## src/sv/tfl_pkg.sv

```systemverilog
// Shared types and constants for the TLV field lookup block.
`timescale 1ns / 1ps

package tfl_pkg;

   localparam int MAX_NAME_BYTES = 8;
   localparam int MESSAGE_POSITION_BITS = 16;

   localparam logic [3:0] NAME_LIMIT = 4'((MAX_NAME_BYTES < 8) ? MAX_NAME_BYTES : 8);
   localparam logic [2:0] KIND_INTEGER = 3'd2;
   localparam logic [7:0] KIND_LIMIT = 8'd6;

   localparam logic [1:0] CSR_TARGET_TYPE = 2'd0;
   localparam logic [1:0] CSR_TARGET_NAME_LENGTH = 2'd1;
   localparam logic [1:0] CSR_TARGET_NAME = 2'd2;

   typedef enum logic [2:0] {
      PH_HEADER  = 3'd0,
      PH_TYPE    = 3'd1,
      PH_NAMELEN = 3'd2,
      PH_DLEN    = 3'd3,
      PH_NAME    = 3'd4,
      PH_DATA    = 3'd5
   } phase_type;

   typedef struct packed {
      logic [7:0] data_byte;
      logic       last_byte;
   } req_type;

   typedef struct packed {
      logic        found;
      logic [63:0] field_value;
      logic [15:0] data_offset;
      logic [15:0] data_length;
      logic        status;
   } rsp_type;

endpackage

```

## src/sv/tlv_field_lookup_top.sv

```systemverilog
// TLV field lookup: byte-stream parser that finds one configured field per message.
//
// Usage:
//   req channel: one message byte per beat (data_byte, last_byte). The first four
//   bytes are a header; fields follow as type, name length, 32-bit big-endian data
//   length, name and data. Each byte is parsed in the cycle it is accepted, so one
//   byte per cycle is sustained while req_stall is low.
//   rsp channel: one result beat per message, built from the beat that carries
//   last_byte and registered: found, field_value, data_offset, data_length, status.
//   csr channel: index 0 target_type, 1 target_name_length, 2 target_name; always
//   ready, write only between messages.
//   Results go through an output register backed by a one-entry skid register, so
//   bytes keep flowing while a result waits. req_stall rises only when both hold a
//   result, i.e. a second message finished while rsp_stall held the first.
//   Reset (synchronous) clears the parser to the header phase, empties the result
//   registers and sets target_type to integer, empty name.
`timescale 1ns / 1ps

module tlv_field_lookup_top #(
   parameter int MESSAGE_POSITION_BITS = tfl_pkg::MESSAGE_POSITION_BITS
) (
   input  logic             clock,
   input  logic             reset,
   input  logic             req_valid,
   output logic             req_stall,
   input  tfl_pkg::req_type req_data,
   output logic             rsp_valid,
   input  logic             rsp_stall,
   output tfl_pkg::rsp_type rsp_data,
   input  logic             csr_valid,
   output logic             csr_ready,
   input  logic [1:0]       csr_index,
   input  logic [63:0]      csr_wdata
);

   localparam int PosBits = MESSAGE_POSITION_BITS;

   logic [2:0]  target_type_ff;
   logic [3:0]  target_name_length_ff;
   logic [63:0] target_name_ff;

   tfl_pkg::phase_type phase_ff, phase_in;
   logic [PosBits-1:0] pos_ff, pos_in;
   logic [31:0] cnt_ff, cnt_in;
   logic [2:0]  kind_ff, kind_in;
   logic [7:0]  namelen_ff, namelen_in;
   logic [31:0] dlen_ff, dlen_in;
   logic        nsm_ff, nsm_in;
   logic [63:0] acc_ff, acc_in;
   logic        match_ff, match_in;
   logic [15:0] moff_ff, moff_in;
   logic [15:0] mlen_ff, mlen_in;
   logic [2:0]  name_idx_ff, name_idx_in;
   logic [3:0]  data_idx_ff, data_idx_in;

   logic        out_valid_ff, skid_valid_ff;
   tfl_pkg::rsp_type out_ff, skid_ff, result;

   logic        req_accept, res_fire, out_take;
   logic [7:0]  b;
   logic [31:0] dlen_shift, fin_dlen, pos_wide;
   logic        hdr_end, dlen_end, name_end, data_end, finish, nsm_pre;
   logic [15:0] pos_sat;

   assign csr_ready  = 1'b1;
   assign req_stall  = skid_valid_ff;
   assign rsp_valid  = out_valid_ff;
   assign rsp_data   = out_ff;
   assign req_accept = req_valid && !req_stall;
   assign res_fire   = req_accept && req_data.last_byte;
   assign out_take   = out_valid_ff && !rsp_stall;
   assign b          = req_data.data_byte;

   always_ff @(posedge clock) begin
      if (reset) begin
         target_type_ff        <= 3'd2;
         target_name_length_ff <= 4'd0;
         target_name_ff        <= 64'd0;
      end else if (csr_valid && csr_ready) begin
         case (csr_index)
            tfl_pkg::CSR_TARGET_TYPE:        target_type_ff <= csr_wdata[2:0];
            tfl_pkg::CSR_TARGET_NAME_LENGTH: target_name_length_ff <= csr_wdata[3:0];
            tfl_pkg::CSR_TARGET_NAME:        target_name_ff <= csr_wdata;
            default: ;
         endcase
      end
   end

   // per-byte decode helpers
   assign pos_in     = (pos_ff == '1) ? pos_ff : pos_ff + PosBits'(1);
   assign pos_wide   = 32'(pos_in);
   assign pos_sat    = (pos_wide > 32'h0000_FFFF) ? 16'hFFFF : pos_wide[15:0];
   assign dlen_shift = {dlen_ff[23:0], b};
   assign hdr_end    = (phase_ff == tfl_pkg::PH_HEADER) && (cnt_ff == 32'd3);
   assign dlen_end   = (phase_ff == tfl_pkg::PH_DLEN) && (cnt_ff == 32'd3);
   assign name_end   = (phase_ff == tfl_pkg::PH_NAME) && (cnt_ff == 32'd1);
   assign data_end   = (phase_ff == tfl_pkg::PH_DATA) && (cnt_ff == 32'd1);
   assign finish     = (dlen_end && (namelen_ff == 8'd0)) || name_end;
   assign fin_dlen   = dlen_end ? dlen_shift : dlen_ff;
   assign nsm_pre    = (phase_ff == tfl_pkg::PH_NAME)
                       ? (nsm_ff && (target_name_ff[{name_idx_ff, 3'b000} +: 8] == b))
                       : nsm_ff;

   // next phase
   always_comb begin
      case (phase_ff)
         tfl_pkg::PH_HEADER:  phase_in = hdr_end ? tfl_pkg::PH_TYPE : tfl_pkg::PH_HEADER;
         tfl_pkg::PH_TYPE:    phase_in = tfl_pkg::PH_NAMELEN;
         tfl_pkg::PH_NAMELEN: phase_in = tfl_pkg::PH_DLEN;
         tfl_pkg::PH_DLEN: begin
            if (!dlen_end) begin
               phase_in = tfl_pkg::PH_DLEN;
            end else if (namelen_ff != 8'd0) begin
               phase_in = tfl_pkg::PH_NAME;
            end else begin
               phase_in = (fin_dlen != 32'd0) ? tfl_pkg::PH_DATA : tfl_pkg::PH_TYPE;
            end
         end
         tfl_pkg::PH_NAME: begin
            if (!name_end) begin
               phase_in = tfl_pkg::PH_NAME;
            end else begin
               phase_in = (fin_dlen != 32'd0) ? tfl_pkg::PH_DATA : tfl_pkg::PH_TYPE;
            end
         end
         tfl_pkg::PH_DATA: phase_in = data_end ? tfl_pkg::PH_TYPE : tfl_pkg::PH_DATA;
         default:          phase_in = tfl_pkg::PH_HEADER;
      endcase
   end

   // next datapath values
   always_comb begin
      cnt_in      = cnt_ff;
      kind_in     = kind_ff;
      namelen_in  = namelen_ff;
      dlen_in     = dlen_ff;
      nsm_in      = nsm_pre;
      acc_in      = acc_ff;
      match_in    = match_ff;
      moff_in     = moff_ff;
      mlen_in     = mlen_ff;
      name_idx_in = (phase_ff == tfl_pkg::PH_NAME) ? name_idx_ff + 3'd1 : 3'd0;
      data_idx_in = 4'd0;
      case (phase_ff)
         tfl_pkg::PH_HEADER: begin
            cnt_in = hdr_end ? 32'd0 : cnt_ff + 32'd1;
         end
         tfl_pkg::PH_TYPE: begin
            kind_in = (b > tfl_pkg::KIND_LIMIT) ? 3'd0 : b[2:0];
         end
         tfl_pkg::PH_NAMELEN: begin
            namelen_in = b;
            nsm_in     = !match_ff && (kind_ff == target_type_ff)
                         && (b == {4'd0, target_name_length_ff})
                         && (target_name_length_ff <= tfl_pkg::NAME_LIMIT);
            cnt_in     = 32'd0;
            dlen_in    = 32'd0;
         end
         tfl_pkg::PH_DLEN: begin
            dlen_in = dlen_shift;
            cnt_in  = cnt_ff + 32'd1;
            if (dlen_end && (namelen_ff != 8'd0)) begin
               cnt_in = {24'd0, namelen_ff};
            end
         end
         tfl_pkg::PH_NAME: begin
            cnt_in = cnt_ff - 32'd1;
         end
         tfl_pkg::PH_DATA: begin
            data_idx_in = (data_idx_ff == 4'd8) ? data_idx_ff : data_idx_ff + 4'd1;
            if (nsm_ff && (kind_ff == tfl_pkg::KIND_INTEGER) && !data_idx_ff[3]) begin
               acc_in[{data_idx_ff[2:0], 3'b000} +: 8] =
                  acc_ff[{data_idx_ff[2:0], 3'b000} +: 8] | b;
            end
            cnt_in = cnt_ff - 32'd1;
            if (data_end) begin
               nsm_in = 1'b0;
            end
         end
         default: ;
      endcase
      if (finish) begin
         if (nsm_pre && !match_ff) begin
            match_in = 1'b1;
            moff_in  = pos_sat;
            mlen_in  = (fin_dlen[31:16] != 16'd0) ? 16'hFFFF : fin_dlen[15:0];
            acc_in   = 64'd0;
         end else begin
            nsm_in = 1'b0;
         end
         if (fin_dlen != 32'd0) begin
            cnt_in = fin_dlen;
         end else begin
            nsm_in = 1'b0;
         end
      end
   end

   always_comb begin
      result.found       = match_in;
      result.field_value = match_in ? acc_in : 64'd0;
      result.data_offset = match_in ? moff_in : 16'd0;
      result.data_length = match_in ? mlen_in : 16'd0;
      result.status      = (phase_in != tfl_pkg::PH_TYPE);
   end

   always_ff @(posedge clock) begin
      if (reset || res_fire) begin
         phase_ff    <= tfl_pkg::PH_HEADER;
         pos_ff      <= '0;
         cnt_ff      <= 32'd0;
         kind_ff     <= 3'd0;
         namelen_ff  <= 8'd0;
         dlen_ff     <= 32'd0;
         nsm_ff      <= 1'b0;
         acc_ff      <= 64'd0;
         match_ff    <= 1'b0;
         moff_ff     <= 16'd0;
         mlen_ff     <= 16'd0;
         name_idx_ff <= 3'd0;
         data_idx_ff <= 4'd0;
      end else if (req_accept) begin
         phase_ff    <= phase_in;
         pos_ff      <= pos_in;
         cnt_ff      <= cnt_in;
         kind_ff     <= kind_in;
         namelen_ff  <= namelen_in;
         dlen_ff     <= dlen_in;
         nsm_ff      <= nsm_in;
         acc_ff      <= acc_in;
         match_ff    <= match_in;
         moff_ff     <= moff_in;
         mlen_ff     <= mlen_in;
         name_idx_ff <= name_idx_in;
         data_idx_ff <= data_idx_in;
      end
   end

   // result register with skid entry
   always_ff @(posedge clock) begin
      if (reset) begin
         out_valid_ff  <= 1'b0;
         skid_valid_ff <= 1'b0;
      end else if (skid_valid_ff) begin
         if (out_take) begin
            skid_valid_ff <= 1'b0;
         end
      end else if (res_fire) begin
         if (out_valid_ff && !out_take) begin
            skid_valid_ff <= 1'b1;
         end else begin
            out_valid_ff <= 1'b1;
         end
      end else if (out_take) begin
         out_valid_ff <= 1'b0;
      end
   end

   always_ff @(posedge clock) begin
      if (skid_valid_ff) begin
         if (out_take) begin
            out_ff <= skid_ff;
         end
      end else if (res_fire) begin
         if (out_valid_ff && !out_take) begin
            skid_ff <= result;
         end else begin
            out_ff <= result;
         end
      end
   end

   a_skid_behind_out: assert property (@(posedge clock) disable iff (reset)
      skid_valid_ff |-> out_valid_ff)
      else $error("skid entry held without output entry");

   a_last_gives_rsp: assert property (@(posedge clock) disable iff (reset)
      res_fire |=> rsp_valid)
      else $error("no result after last byte");

   a_not_found_zero: assert property (@(posedge clock) disable iff (reset)
      (rsp_valid && !rsp_data.found) |->
         (rsp_data.field_value == 64'd0 && rsp_data.data_offset == 16'd0
          && rsp_data.data_length == 16'd0))
      else $error("result fields set without a match");

   a_no_match_in_header: assert property (@(posedge clock) disable iff (reset)
      (phase_ff == tfl_pkg::PH_HEADER) |-> !match_ff)
      else $error("match recorded during header");

endmodule
```

## config.mk

```make
export PLATFORM = sky130hd
export DESIGN_NAME = tlv_field_lookup_top
export DESIGN_NICKNAME = d
export VERILOG_FILES = /design/src/sv/tfl_pkg.sv /design/src/sv/tlv_field_lookup_top.sv
export SDC_FILE = /design/constraint.sdc
export NUM_CORES = 1
export LEC_CHECK = 0
export ABC_AREA = 1
export ABC_CLOCK_PERIOD_IN_PS = 5700
export BUFFER_PORTS_ARGS = -buffer_cell sky130_fd_sc_hd__buf_2
export CAP_MARGIN = 10
export CORE_ASPECT_RATIO = 1.75
export CORE_MARGIN = 3
export CORE_UTILIZATION = 35
export DETAILED_ROUTE_END_ITERATION = 8
export PLACE_DENSITY = 0.63
export SLEW_MARGIN = 20
export SYNTH_ARGS = -nofsm -noshare
export SYNTH_HDL_FRONTEND = slang
export SYNTH_SLANG_ARGS = --single-unit
```

## constraint.sdc

```tcl
create_clock -name clock -period 5.7 [get_ports clock]
set_input_delay 0.57 -clock clock [delete_from_list [all_inputs] [get_ports clock]]
set_output_delay 0.57 -clock clock [all_outputs]
set_load 0.02 [all_outputs]
```

==> results.toml <==
[floorplanning]
fp.dieW_um = 202
dieHeight_um = 350
rows = 125
design.die.area_um2 = 70800
coreArea_um2 = 66600
io_pins = 181
start_util_pct = 35.5

[final_layout]
diodes = 0
drive_gt1_share_pct = 11.0
syn_to_final_growth_pct = 12.1
final_net_count = 3274
final_cell_area_um2 = 26500

[yosys]
async_reset_ff_share_pct = 0
synthTopCellsByCount = "nand2_1 (753), o21ai_0 (329), a21oi_1 (301), inv_1 (280), nor2_1 (274)"
netlist_area_um2 = 23600
syn_nets = 3215
yosysMostFrequentCell = "nand2_1"
synth_seq_cells = 468
yosysTopAreaCellShare_pct = 24.9
synth-warning-count = 0
yosysSeqAreaShare_pct = 47.9
synth_cell_types = 51
ys.flop_type = "dfxtp_1"
synthCells = 3127
synth_edf_count = 196
yosys-top-cells-area = "edfxtp_1 (25%), dfxtp_1 (23%), nand2_1 (12%)"
avgSynthCellArea_um2 = 7.56
yosysTopAreaCell = "edfxtp_1"

[worst_setup_path]
slowest_delay_ns = 0.69
end_kind = "flop"
cp-start-kind = "flop"
crit_slowest_cell = "dfxtp_1"
path_cells = "inv_1, nand2_1, nand3_1, nand3_1, nand2_1, xor2_1, nand2_1, nor2_1, nand2_1, nand2_1, nand4_1, buf_4, buf_4, o211ai_1, o21ai_0"
crit_required_ns = 6.09
r2r_slack_ns = 1.70
cpMostUsedCell = "nand2_1"
critPathMaxFanout = 59
worstSetupPathType = "flop to flop"
crit_arrival_ns = 4.39

[global_route]
grt_pass1_vias = 20043
grt_pass1_wl_mm = 112
grt_max_degree = 110
grt_overflow = 0
antenna_found_initial = 1
track_usage_pct = 19.9

[cts]
cts_sinks = 468
post_cts_resize_count = 0
htreeDepth = 2
cts-root-buf = "clkbuf_16"
post-cts-setup-buffers = 0
hold_buffers = 0
cts_buffer_depth = 3
numCtsBuffers = 43
clk_pin_slew_ns = 0.07
cts_tree = "done"
clk_latency_ns = 0.60

[timing]
period_share_pct = 70.2
hold_viol_final = 0
maxSlewViolCount = 0
worstMarginPinSlew_ns = 1.07
finalCriticalPeriod_ns = 4.00
max_freq_mhz = 250
final-setup-viol-count = 0
max_slew_margin_pct = 28.8
tns_ns = 0
finalClockSkew_ns = 0.0378
setup_slack_ns = 1.70
rsz0062_at_grt = "false"

[power_and_ir_drop]
total_power_mw = 7.50
leakage_nw = 10.2
vdd_ir_drop_max_mv = 0.232
p_per_area_nw_per_um2 = 283

[route]
dr.first_iter.drc_count = 1300
vias = 21181
vias_per_cell = 5.15
drc = 0
totalWireLength_mm = 72.3
firstDrtPassIters = 5
ant_nets = 0
avgRoutedWirePerCell_um = 17.6

[job]
drv_cap = 0

[placed_design]
post-place-ws_ns = 1.77
place.detailed.hpwl_mm = 50.4
placed_area_um2 = 25100
gp_congestion = 0.966
io_buffers = 179

[min_path]
hold_path.class = "input pin to flop"

[outcome]
status = "completed"
cell usage in the layout, fill, tap and decap left out, types with 4 or more instances in the layout:
master       n
nand2_1    750
o21ai_0    329
a21oi_1    301
inv_1      279
nor2_1     271
dfxtp_1    271
edfxtp_1   196
buf_2      179
nand3_1    177
o21ai_1     47
o211ai_1    46
clkbuf_16   44
nor3_1      39
buf_4       30
nand4_1     27
xor2_1      25
nand3_2     17
and2_1      16
o22ai_1     15
clkbuf_1    13
nor4_1      12
nor2_2      11
nor2_4       9
nand2_2      9
o21ai_2      9
ha_1         8
clkinv_1     7
or2_2        6
clkbuf_8     6
nand2_4      5
a221o_1      5
a221oi_1     5
xnor2_1      5
a211oi_1     5
clkinv_2     4
o31ai_1      4
inv_6        4
worst max-delay path, delay by kind of cell, from the launching register on:
family,cells,cell delay [ns]
AO/OA/AOI/OAI,2,0.54
XOR/XNOR,1,0.15
buffers and inverters,3,1.48
flip-flops,1,0.69
AND/OR/NAND/NOR,9,0.86
path summary, 6_finish.rpt:
path	startpoint	end	cells past startpoint
min reg2reg	target_name_ff[37]	target_name_ff[37]	2
min	reset	req_stall	2
max	name_idx_ff[0]	rsp_data[47]	15
max reg2reg	name_idx_ff[0]	rsp_data[47]	15
metrics by stage:
step / std cells / hold WS (ns) / util (%)
floorplan: 3127 / 0.420 / -
global placement: 4030 / 0.431 / 37.7
CTS: 4109 / 0.121 / 39.8
finish: 4109 / 0.152 / 39.8
detailed placement: 4030 / 0.434 / 37.7
global route: 4109 / 0.146 / 39.8
where the power goes:
| group | switching [mW] | internal [mW] |
|---|---|---|
| registers | 0.0877 | 3.59 |
| logic | 0.591 | 0.249 |
| clock network | 1.33 | 1.65 |
| total | 2.01 | 5.49 |
state kept, by name (all words and copies together), names as in the netlist:
signal	cells
name_idx_ff	3
rsp_valid	1
acc_ff	64
target_type_ff	3
pos_ff	16
req_stall	1
data_idx_ff	4
target_name_ff	64
phase_ff	3
mlen_ff	16
cnt_ff	32
moff_ff	16
skid_ff	98
rsp_data	98
target_name_length_ff	4
dlen_ff	32
nsm_ff	1
kind_ff	3
namelen_ff	8
match_ff	1
layer usage:
layer | track usage, % | vias up | wire (um) | share of wire, %
li1 | - | 10511 | - | -
met1 | 22.5 | 9814 | 27800 | 38
met2 | 36.0 | 650 | 36500 | 51
met3 | 2.11 | 204 | 3140 | 4.3
met4 | 11.7 | 2 | 4770 | 6.6
met5 | 0 | - | 8 | 0.011
cells by family (layout without fill, tap and decap cells):
group / count (synthesis) / after routing / share of synthesized area (%)
and+or+nand+nor: 1357 / 1357 / 24.6
AOI/OAI and AO/OA: 779 / 779 / 17.7
other: 1 / 1 / 0.0159
buffers and inverters: 484 / 577 / 8.29
xor gates and xnor gates: 30 / 30 / 1.11
adders and majority gates: 8 / 8 / 0.423
DFF: 468 / 468 / 47.9
cell type report:
class / instances / area [um2]
clock buffers: 63 / 1230
clock inverters: 16 / 181
fillers: 6979 / 40100
inverters: 287 / 1080
multi-input cells: 2175 / 10400
flip-flops and latches: 468 / 11300
well taps: 889 / 1110
repair buffers: 211 / 1160
(Power assumes the default switching activity.)
